===== src/design/sbd_pkg.sv =====
// Shared constants and types for the sonar blip detector.
package sbd_pkg;

  localparam int unsigned HIST_DEPTH = 8;
  localparam int unsigned IDX_W      = $clog2(HIST_DEPTH);
  localparam int unsigned DIST_W     = 16;
  localparam int unsigned TIME_W     = 32;
  localparam int unsigned THR_W      = 16;

  localparam logic [IDX_W-1:0] IDX_FIRST = IDX_W'(1);
  localparam logic [IDX_W-1:0] IDX_LAST  = IDX_W'(HIST_DEPTH - 1);

  // Item kinds carried on the input tuser bit.
  localparam logic OP_PUSH  = 1'b0;
  localparam logic OP_QUERY = 1'b1;

  // Configuration register indexes.
  localparam logic REG_BLIP   = 1'b0;
  localparam logic REG_RETURN = 1'b1;

  typedef enum logic {
    CMP_EDGE   = 1'b0,
    CMP_RETURN = 1'b1
  } cmp_mode_e;

  typedef struct packed {
    cmp_mode_e         mode;
    logic [DIST_W-1:0] opa;
    logic [DIST_W-1:0] opb;
    logic [THR_W-1:0]  thresh;
  } cmp_req_t;

endpackage


===== src/design/sbd_history.sv =====
// Shift-register history of timestamped distances with one indexed read port.
module sbd_history (
  input  logic                        clk_i,
  input  logic                        rst_ni,
  input  logic                        push_i,
  input  logic [sbd_pkg::DIST_W-1:0]  dist_i,
  input  logic [sbd_pkg::TIME_W-1:0]  time_i,
  input  logic [sbd_pkg::IDX_W-1:0]   rd_idx_i,
  output logic [sbd_pkg::DIST_W-1:0]  rd_dist_o,
  output logic [sbd_pkg::TIME_W-1:0]  rd_time_o
);
  import sbd_pkg::*;

  logic [DIST_W-1:0] dist_q [HIST_DEPTH];
  logic [TIME_W-1:0] time_q [HIST_DEPTH];

  always_ff @(posedge clk_i or negedge rst_ni) begin
    if (!rst_ni) begin
      for (int k = 0; k < HIST_DEPTH; k++) begin
        dist_q[k] <= '0;
        time_q[k] <= '0;
      end
    end else if (push_i) begin
      for (int k = HIST_DEPTH - 1; k > 0; k--) begin
        dist_q[k] <= dist_q[k-1];
        time_q[k] <= time_q[k-1];
      end
      dist_q[0] <= dist_i;
      time_q[0] <= time_i;
    end
  end

  assign rd_dist_o = dist_q[rd_idx_i];
  assign rd_time_o = time_q[rd_idx_i];

endmodule


===== src/design/sbd_cmp_unit.sv =====
// Shared subtract-and-compare unit used by both scan phases.
module sbd_cmp_unit (
  input  sbd_pkg::cmp_req_t req_i,
  output logic              hit_o
);
  import sbd_pkg::*;

  logic [DIST_W:0]   diff;
  logic [DIST_W-1:0] mag;

  always_comb begin
    diff = {1'b0, req_i.opa} - {1'b0, req_i.opb};
    mag  = diff[DIST_W] ? DIST_W'(-diff) : diff[DIST_W-1:0];
    unique case (req_i.mode)
      // An edge: opa exceeds opb by more than the threshold.
      CMP_EDGE:   hit_o = !diff[DIST_W] && (mag > req_i.thresh);
      CMP_RETURN: hit_o = mag < req_i.thresh;
      default:    hit_o = 1'b0;
    endcase
  end

endmodule


===== src/design/sonar_blip_detector.sv =====
// Top level of the sonar blip detector: stream ports, registers and scan sequencer.
//
// Input items arrive on the s_axis channel; tuser selects push (0) or query (1),
// tdata carries the distance in mm and the current time in ms. A push shifts the
// eight-entry history and stores the sample; it gives no result. A query walks
// the history with one shared subtract-and-compare unit: first a search for
// the blip edge, one slot per cycle starting at slot 1, then a search for the
// return, one slot per cycle starting at the edge. The result of a query is
// loaded into the output register when done; the input is not ready meanwhile.
// The m_axis channel carries found on tuser and the elapsed time on tdata.
// A waiting result blocks the input: a new item is taken only once the output
// register is empty or being emptied, so a stalled receiver holds off the
// sender but nothing is lost. The thresholds are written through the APB port
// at byte addresses 0 and 4. Reset clears the history to zeros, loads the
// default thresholds of 200 mm and 100 mm, and empties the output register.
module sonar_blip_detector (
  input  logic        clk_i,
  input  logic        rst_ni,
  input  logic        s_axis_tvalid,
  output logic        s_axis_tready,
  input  logic [47:0] s_axis_tdata,   // [15:0] distance_mm, [47:16] now_ms
  input  logic        s_axis_tuser,   // [0] opcode
  output logic        m_axis_tvalid,
  input  logic        m_axis_tready,
  output logic [31:0] m_axis_tdata,   // [31:0] elapsed_ms
  output logic        m_axis_tuser,   // [0] found
  input  logic        psel,
  input  logic        penable,
  input  logic        pwrite,
  input  logic [2:0]  paddr,
  input  logic [31:0] pwdata,
  output logic [31:0] prdata,
  output logic        pready
);
  import sbd_pkg::*;

  typedef enum logic [2:0] {
    ST_IDLE = 3'b001,
    ST_EDGE = 3'b010,
    ST_RET  = 3'b100
  } state_e;

  state_e state_q, state_d;

  logic [THR_W-1:0]  blip_thr_q, ret_thr_q;
  logic [IDX_W-1:0]  idx_q, idx_d;
  logic [DIST_W-1:0] prev_q, prev_d;
  logic [TIME_W-1:0] now_q, edge_time_q;
  logic              out_valid_q, out_found_q;
  logic [TIME_W-1:0] out_elapsed_q;

  logic              in_accept, is_push, is_query, out_free;
  logic [DIST_W-1:0] rd_dist;
  logic [TIME_W-1:0] rd_time;
  logic              hit, last;
  logic              finish, finish_found;
  cmp_req_t          cmp_req;

  logic              reg_sel;

  // Configuration port.
  assign pready  = 1'b1;
  assign reg_sel = paddr[2];

  always_ff @(posedge clk_i or negedge rst_ni) begin
    if (!rst_ni) begin
      blip_thr_q <= THR_W'(200);
      ret_thr_q  <= THR_W'(100);
    end else if (psel && penable && pwrite && pready) begin
      unique case (reg_sel)
        REG_BLIP:   blip_thr_q <= pwdata[THR_W-1:0];
        REG_RETURN: ret_thr_q  <= pwdata[THR_W-1:0];
        default:    ;
      endcase
    end
  end

  always_comb begin
    unique case (reg_sel)
      REG_BLIP:   prdata = {{(32-THR_W){1'b0}}, blip_thr_q};
      REG_RETURN: prdata = {{(32-THR_W){1'b0}}, ret_thr_q};
      default:    prdata = '0;
    endcase
  end

  // Input handshake.
  assign out_free      = !out_valid_q || m_axis_tready;
  assign s_axis_tready = (state_q == ST_IDLE) && out_free;
  assign in_accept     = s_axis_tvalid && s_axis_tready;
  assign is_push       = in_accept && (s_axis_tuser == OP_PUSH);
  assign is_query      = in_accept && (s_axis_tuser == OP_QUERY);

  sbd_history u_history (
    .clk_i     (clk_i),
    .rst_ni    (rst_ni),
    .push_i    (is_push),
    .dist_i    (s_axis_tdata[DIST_W-1:0]),
    .time_i    (s_axis_tdata[DIST_W +: TIME_W]),
    .rd_idx_i  (idx_q),
    .rd_dist_o (rd_dist),
    .rd_time_o (rd_time)
  );

  // In the edge phase prev_q holds the distance of the slot before idx_q;
  // in the return phase it holds the expected distance.
  always_comb begin
    cmp_req.mode   = (state_q == ST_RET) ? CMP_RETURN : CMP_EDGE;
    cmp_req.opa    = (state_q == ST_RET) ? rd_dist : prev_q;
    cmp_req.opb    = (state_q == ST_RET) ? prev_q : rd_dist;
    cmp_req.thresh = (state_q == ST_RET) ? ret_thr_q : blip_thr_q;
  end

  sbd_cmp_unit u_cmp (
    .req_i (cmp_req),
    .hit_o (hit)
  );

  assign last = (idx_q == IDX_LAST);

  // The read index rests at slot 0 while idle, so a query starts from the newest distance.
  always_comb begin
    state_d      = state_q;
    idx_d        = idx_q;
    prev_d       = prev_q;
    finish       = 1'b0;
    finish_found = 1'b0;
    unique case (state_q)
      ST_IDLE: begin
        if (is_query) begin
          state_d = ST_EDGE;
          idx_d   = IDX_FIRST;
          prev_d  = rd_dist;
        end
      end
      ST_EDGE: begin
        if (hit) begin
          state_d = ST_RET;
        end else if (last) begin
          state_d = ST_IDLE;
          idx_d   = '0;
          finish  = 1'b1;
        end else begin
          prev_d = rd_dist;
          idx_d  = idx_q + IDX_W'(1);
        end
      end
      ST_RET: begin
        if (hit) begin
          state_d      = ST_IDLE;
          idx_d        = '0;
          finish       = 1'b1;
          finish_found = 1'b1;
        end else if (last) begin
          state_d = ST_IDLE;
          idx_d   = '0;
          finish  = 1'b1;
        end else begin
          idx_d = idx_q + IDX_W'(1);
        end
      end
      default: state_d = ST_IDLE;
    endcase
  end

  always_ff @(posedge clk_i or negedge rst_ni) begin
    if (!rst_ni) begin
      state_q     <= ST_IDLE;
      idx_q       <= '0;
      out_valid_q <= 1'b0;
    end else begin
      state_q <= state_d;
      idx_q   <= idx_d;
      if (finish) begin
        out_valid_q <= 1'b1;
      end else if (m_axis_tready) begin
        out_valid_q <= 1'b0;
      end
    end
  end

  always_ff @(posedge clk_i) begin
    prev_q <= prev_d;
    if (is_query) begin
      now_q <= s_axis_tdata[DIST_W +: TIME_W];
    end
    if ((state_q == ST_EDGE) && hit) begin
      edge_time_q <= rd_time;
    end
    if (finish) begin
      out_found_q   <= finish_found;
      out_elapsed_q <= finish_found ? (now_q - edge_time_q) : '0;
    end
  end

  assign m_axis_tvalid = out_valid_q;
  assign m_axis_tuser  = out_found_q;
  assign m_axis_tdata  = out_elapsed_q;

endmodule

===== config.mk =====
export PLATFORM = sky130hd
export DESIGN_NAME = sonar_blip_detector
export DESIGN_NICKNAME = d
export VERILOG_FILES = /design/src/design/sbd_pkg.sv /design/src/design/sbd_history.sv /design/src/design/sbd_cmp_unit.sv /design/src/design/sonar_blip_detector.sv
export SDC_FILE = /design/constraint.sdc
export NUM_CORES = 1
export LEC_CHECK = 0
export BUFFER_PORTS_ARGS = -buffer_cell sky130_fd_sc_hd__buf_2
export CAP_MARGIN = 10
export CORE_AREA = 3 3 261 263
export DETAILED_ROUTE_END_ITERATION = 8
export DIE_AREA = 0 0 264 266
export HOLD_SLACK_MARGIN = 0.06
export PLACE_DENSITY = 0.53
export RECOVER_POWER = 50
export SYNTH_ARGS = -nofsm -noshare
export SYNTH_HDL_FRONTEND = slang
export SYNTH_SLANG_ARGS = --single-unit

===== constraint.sdc =====
create_clock -name clk_i -period 9.6 [get_ports clk_i]
set_input_delay 0 -clock clk_i [delete_from_list [all_inputs] [get_ports clk_i]]
set_output_delay 0 -clock clk_i [all_outputs]
set_load 0.01 [all_outputs]

==> flow_results.org <==
** Status
- Status :: complete, but fails checks
- Failing checks :: capacitance limit, slew limit

** Die
- Die H :: 266 um
- Initial core utilization :: 39.9%
- In this run the horizontal extent of the chip is 264 um.
- Placeable core area :: 65900 um^2
- Ports placed on the boundary :: 159
- Full die area :: 70200 um^2
- Standard-cell rows :: 94

** Yosys
- Synth Area per Inst :: 14.1 um^2
- Synthesis inferred 536 register bits.
- Largest cells by area after synthesis :: sky130_fd_sc_hd__dfrtp_1 40%, sky130_fd_sc_hd__mux2_2 20%, sky130_fd_sc_hd__edfxtp_1 13%
- Post-synthesis instance area :: 26300 um^2
- Largest family of logic cells by synthesized area :: multiplexers
- Yosys mapped the design onto 74 distinct sky130hd cell types.
- Synthesized-area fraction occupied by and/or/nand/nor cells :: 4.29%
- Of the post-synthesis cell area, the dominant cell type holds 39.6%.
- Of the post-synthesis cell area, the part taken by muxes is 29.4%.
- Of the total synthesized cell area, the portion taken by XOR and XNOR cells is 1.57%.
- Part of the Yosys area used for sequential elements :: 53.3%
- The synthesized design spends more area on one cell type than any other, namely sky130_fd_sc_hd__dfrtp_1.
- Fraction of the mapped netlist area in adder cells :: 3.30%
- Synth async-reset ratio :: 78.9%
- Count of flip-flops with a built-in enable after synthesis :: 113
- Yosys synthesis warning count :: 0
- For this run, the leading register cell type out of synthesis is sky130_fd_sc_hd__dfrtp_1.
- Counting every instance in the synthesized netlist gives 1863.
- The synthesized netlist devotes 5.18% of its cell area to compound gates.

** Timing
- Hold Vio Cnt, Final :: 0
- Setup Skew :: 49.1 ps
- Accumulated negative setup slack :: 0 ps
- The max-slew violation count came to 300.
- Unrepaired setup endpoints after global routing :: no
- Number of endpoints failing setup at the final stage :: 0
- Share of the clock period used by the worst path :: 82.6%
- In this run the tightest slew margin relative to its limit is -380%.
- Across all hold checks on the routed design, the worst slack comes to 118 ps.
- Clock period minus final worst setup slack :: 7930 ps
- Transition time of the tightest slew-check pin :: 7200 ps
- Timing would allow up to 126 MHz.

** Layout
- Summing all non-filler instances in the final layout gives an area of 30100 um^2.
- Post-Layout Cell Count :: 2948
- For this run, the post-layout net count is 2193.
- Final core utilization :: 45.7%
- Fill count :: 5948
- In the layout the commonest cells are 464 x sky130_fd_sc_hd__mux2_2, 413 x sky130_fd_sc_hd__dfrtp_1, 113 x sky130_fd_sc_hd__edfxtp_1.
- Relative to the synthesized area, the layout overhead comes to 14.6%.
- Leading cell type in the layout, fill and taps excluded :: sky130_fd_sc_hd__mux2_2
- Cells with a size suffix above 1 make up 35.3% of the layout.

** Global route
- Maximum number of pins on one net before global-route repair :: 180
- The number of global-route vias before repair is 16200.
- Overflow left after global routing :: 0
- The initial antenna violation count came to 1.
- Total track usage :: 15.6%
- The first global-routing pass estimated 89200 um of wire.

** Power
- In this run, flip-flops and latches consume 36.0% of the power.
- Portion of total power attributed to combinational logic :: 44.8%
- Net switching is 35.1% of the power.
- Power density normalized to cell area :: 365 nW/um^2
- VDD sags by at most 0.214 mV.
- Net Sw Power :: 0.00385 W
- Part of the total power dissipated in the clock network :: 19.2%
- Cell internal power was estimated by the tool at 0.00713 W.
- For this design the static power due to leakage is 12.7 nW.

** Route
- DRC viols :: 0
- Post-DR vias/cell :: 5.22
- The first detailed-routing pass ran for 5 iterations.
- Dividing the detail-routed wire length by the instance count gives 18.4 um.
- The final layout contains routed wiring with a total length of 54200 um.
- In this run the remaining antenna-violating nets after routing total 0.
- Total via count after detailed routing :: 15400
- In this run, the number of DRC markers left after iteration 0 of detailed routing was 781.

** Worst setup path
- For flop-to-flop paths, the worst setup slack is 1670 ps.
- Of all nets on the critical path, the largest fanout is 33.
- The critical path in this run is classified as register to register.
- Among all stages on the critical path, the largest delay is contributed by sky130_fd_sc_hd__nor2_4.
- Endpoint arrival time on the critical path :: 8160 ps
- Following the worst setup path forward leads to its endpoint at m_axis_tdata[9].
- The critical path starts at idx_q[0].
- The worst setup path is launched from a register.
- Counting cells, the worst reg-to-reg path comes to 22.
- Required time worst endpoint :: 9830 ps
- Largest stage delay on the critical path :: 870 ps
- The critical path goes through buf_4 -> mux4_2 -> mux2i_1 -> o21ai_0 -> ha_1 -> o21ai_1 -> o21ai_2 -> nand3b_1 -> a2111oi_2 -> o31ai_1 -> and2_1 -> o31ai_1 -> xnor2_1 -> ha_1 -> a21o_1 -> a21o_1 -> a21oi_1 -> o22a_1 -> and3_1 -> a221o_1 -> a21oi_1 -> nor2_4.
- The worst register-to-register path ends at m_axis_tdata[9].
- Reg-to-reg startpoint :: idx_q[0]
- The worst setup path is captured at a register.

** Clock tree
- Hold repair after CTS inserted 68 buffers.
- Deepest clock path buffer count :: 3
- Post-CTS repair changed the size of 0 cells.
- The later pin in the worst-skew pair is clocked with a latency of 620 ps.
- The number of clock buffers added by TritonCTS is 57.
- The clock tree synthesis step divided the H-tree into 2 levels.
- Clock-pin slew of the registers on the worst-case setup and hold paths :: 60 ps
- Root buf cell :: sky130_fd_sc_hd__clkbuf_16
- Number of sinks on the clock net :: 536
- CTS tree :: yes
- Post-CTS repair timing setup buffer count :: 0

** Worst hold path
- Kind of path behind the tightest hold check :: primary input to register

** Placement
- Detailed placement finished with a half-perimeter wire length of 34800 um.
- Count of input and output buffers :: 123
- Total cell area at the placement stage :: 27700 um^2
- The number of placed instances, taps included, is 2771.
- Routability-driven placement finished with a final weighted congestion of 0.808.

** Job
- Max-cap violations in this run came to 4.
==> cells by family (layout without fill, tap and decap cells) <==
family | Yosys count | after routing
buffers and inverters | 186 | 390
multiplexers | 594 | 594
adder cells (fa/ha/maj) | 68 | 68
AND/OR/NAND/NOR | 227 | 227
XOR/XNOR | 47 | 47
AO/OA/AOI/OAI | 203 | 203
other | 2 | 19
flip-flops | 536 | 536
==> worst min path at each step <==
stage                     start               endpoint  slack, ps  cells past startpoint
6_report       s_axis_tdata[32]              now_q[16]        120                      2
5_1_grt        s_axis_tdata[32]              now_q[16]        100                      2
4_1_cts        s_axis_tdata[33]              now_q[17]         80                      2
3_5_place_dp   s_axis_tdata[32]              now_q[16]        200                      1
3_3_place_gp             rst_ni  u_history.dist_q[119]        190                      1
2_1_floorplan            rst_ni          blip_thr_q[0]       -300                      0
==> routing by layer <==
layer  up-vias  routed length, um  track usage (%)
met4         0                809             3.36
met5         -                  0                0
met1      7914              25900             21.9
met2       210              25600             25.6
li1       7200                  -                -
met3        57               1840             2.43
==> layout make-up <==
| type | count | area [um^2] | share of cell area [%] |
|---|---|---|---|
| Timing Repair Buffer | 209 | 1340 | 4.47 |
| Clock inverter | 26 | 193 | 0.640 |
| Antenna cell | 2 | 5.00 | 0.0166 |
| Inverter | 74 | 278 | 0.923 |
| Multi-Input combinational cell | 1156 | 11600 | 38.5 |
| Clock buffer | 81 | 1620 | 5.37 |
| Sequential cell | 536 | 14000 | 46.5 |
| Tap cell | 864 | 1080 | 3.59 |
==> cell usage after synthesis (9+ instances only) <==
library cell                 n
sky130_fd_sc_hd__mux2_2    466
sky130_fd_sc_hd__dfrtp_1   416
sky130_fd_sc_hd__edfxtp_1  113
sky130_fd_sc_hd__mux4_2     96
sky130_fd_sc_hd__clkbuf_1   79
sky130_fd_sc_hd__inv_1      74
sky130_fd_sc_hd__nand2_1    68
sky130_fd_sc_hd__ha_1       66
sky130_fd_sc_hd__o21ai_0    54
sky130_fd_sc_hd__nor2_1     52
sky130_fd_sc_hd__a21oi_1    46
sky130_fd_sc_hd__xnor2_1    33
sky130_fd_sc_hd__mux2i_1    32
sky130_fd_sc_hd__a21o_1     20
sky130_fd_sc_hd__buf_4      17
sky130_fd_sc_hd__nor3_1     16
sky130_fd_sc_hd__xor2_1     14
sky130_fd_sc_hd__nand3_1    13
sky130_fd_sc_hd__nand4_1    13
sky130_fd_sc_hd__and3_1     11
sky130_fd_sc_hd__buf_1      11
sky130_fd_sc_hd__nor2b_1     9
sky130_fd_sc_hd__o21a_1      9
==> sequential cells by signal (all words and copies together) (netlist names) <==
register,flops
edge_time_q,32
blip_thr_q,16
prev_q,16
u_history.time_q,256
m_axis_tdata,32
state_q,3
m_axis_tvalid,1
m_axis_tuser,1
idx_q,3
now_q,32
u_history.dist_q,128
ret_thr_q,16
==> power groups by stage <==
stage | Clock [W] | Sequential (W) | Combinational, W
after CTS | 0.00219 | 0.00395 | 0.00499
after detailed placement | 0 | 0.00399 | 0.00493
after floorplan | 0 | 0.00372 | 0.00407
after global routing | 0.00230 | 0.00408 | 0.00550
after global placement | 0 | 0.00392 | 0.00481
final | 0.00211 | 0.00395 | 0.00492
==> critical path: cells and delay by family (launching register included) <==
family	cells	cell delay [ps]
compound gates	12	2430
xor+xnor	1	180
fa+ha+maj	2	800
buf+inv	1	570
flops	1	750
mux	2	960
simple gates	4	1800
==> per-stage QoR <==
stage / total power, W / worst slack (ps)
2_1_floorplan: 0.00778 / 1930
3_3_place_gp: 0.00874 / 1660
3_5_place_dp: 0.00891 / 1540
4_1_cts: 0.0111 / 1530
5_1_grt: 0.0119 / 634
6_report: 0.0110 / 1670
(Power assumes the default switching activity.)
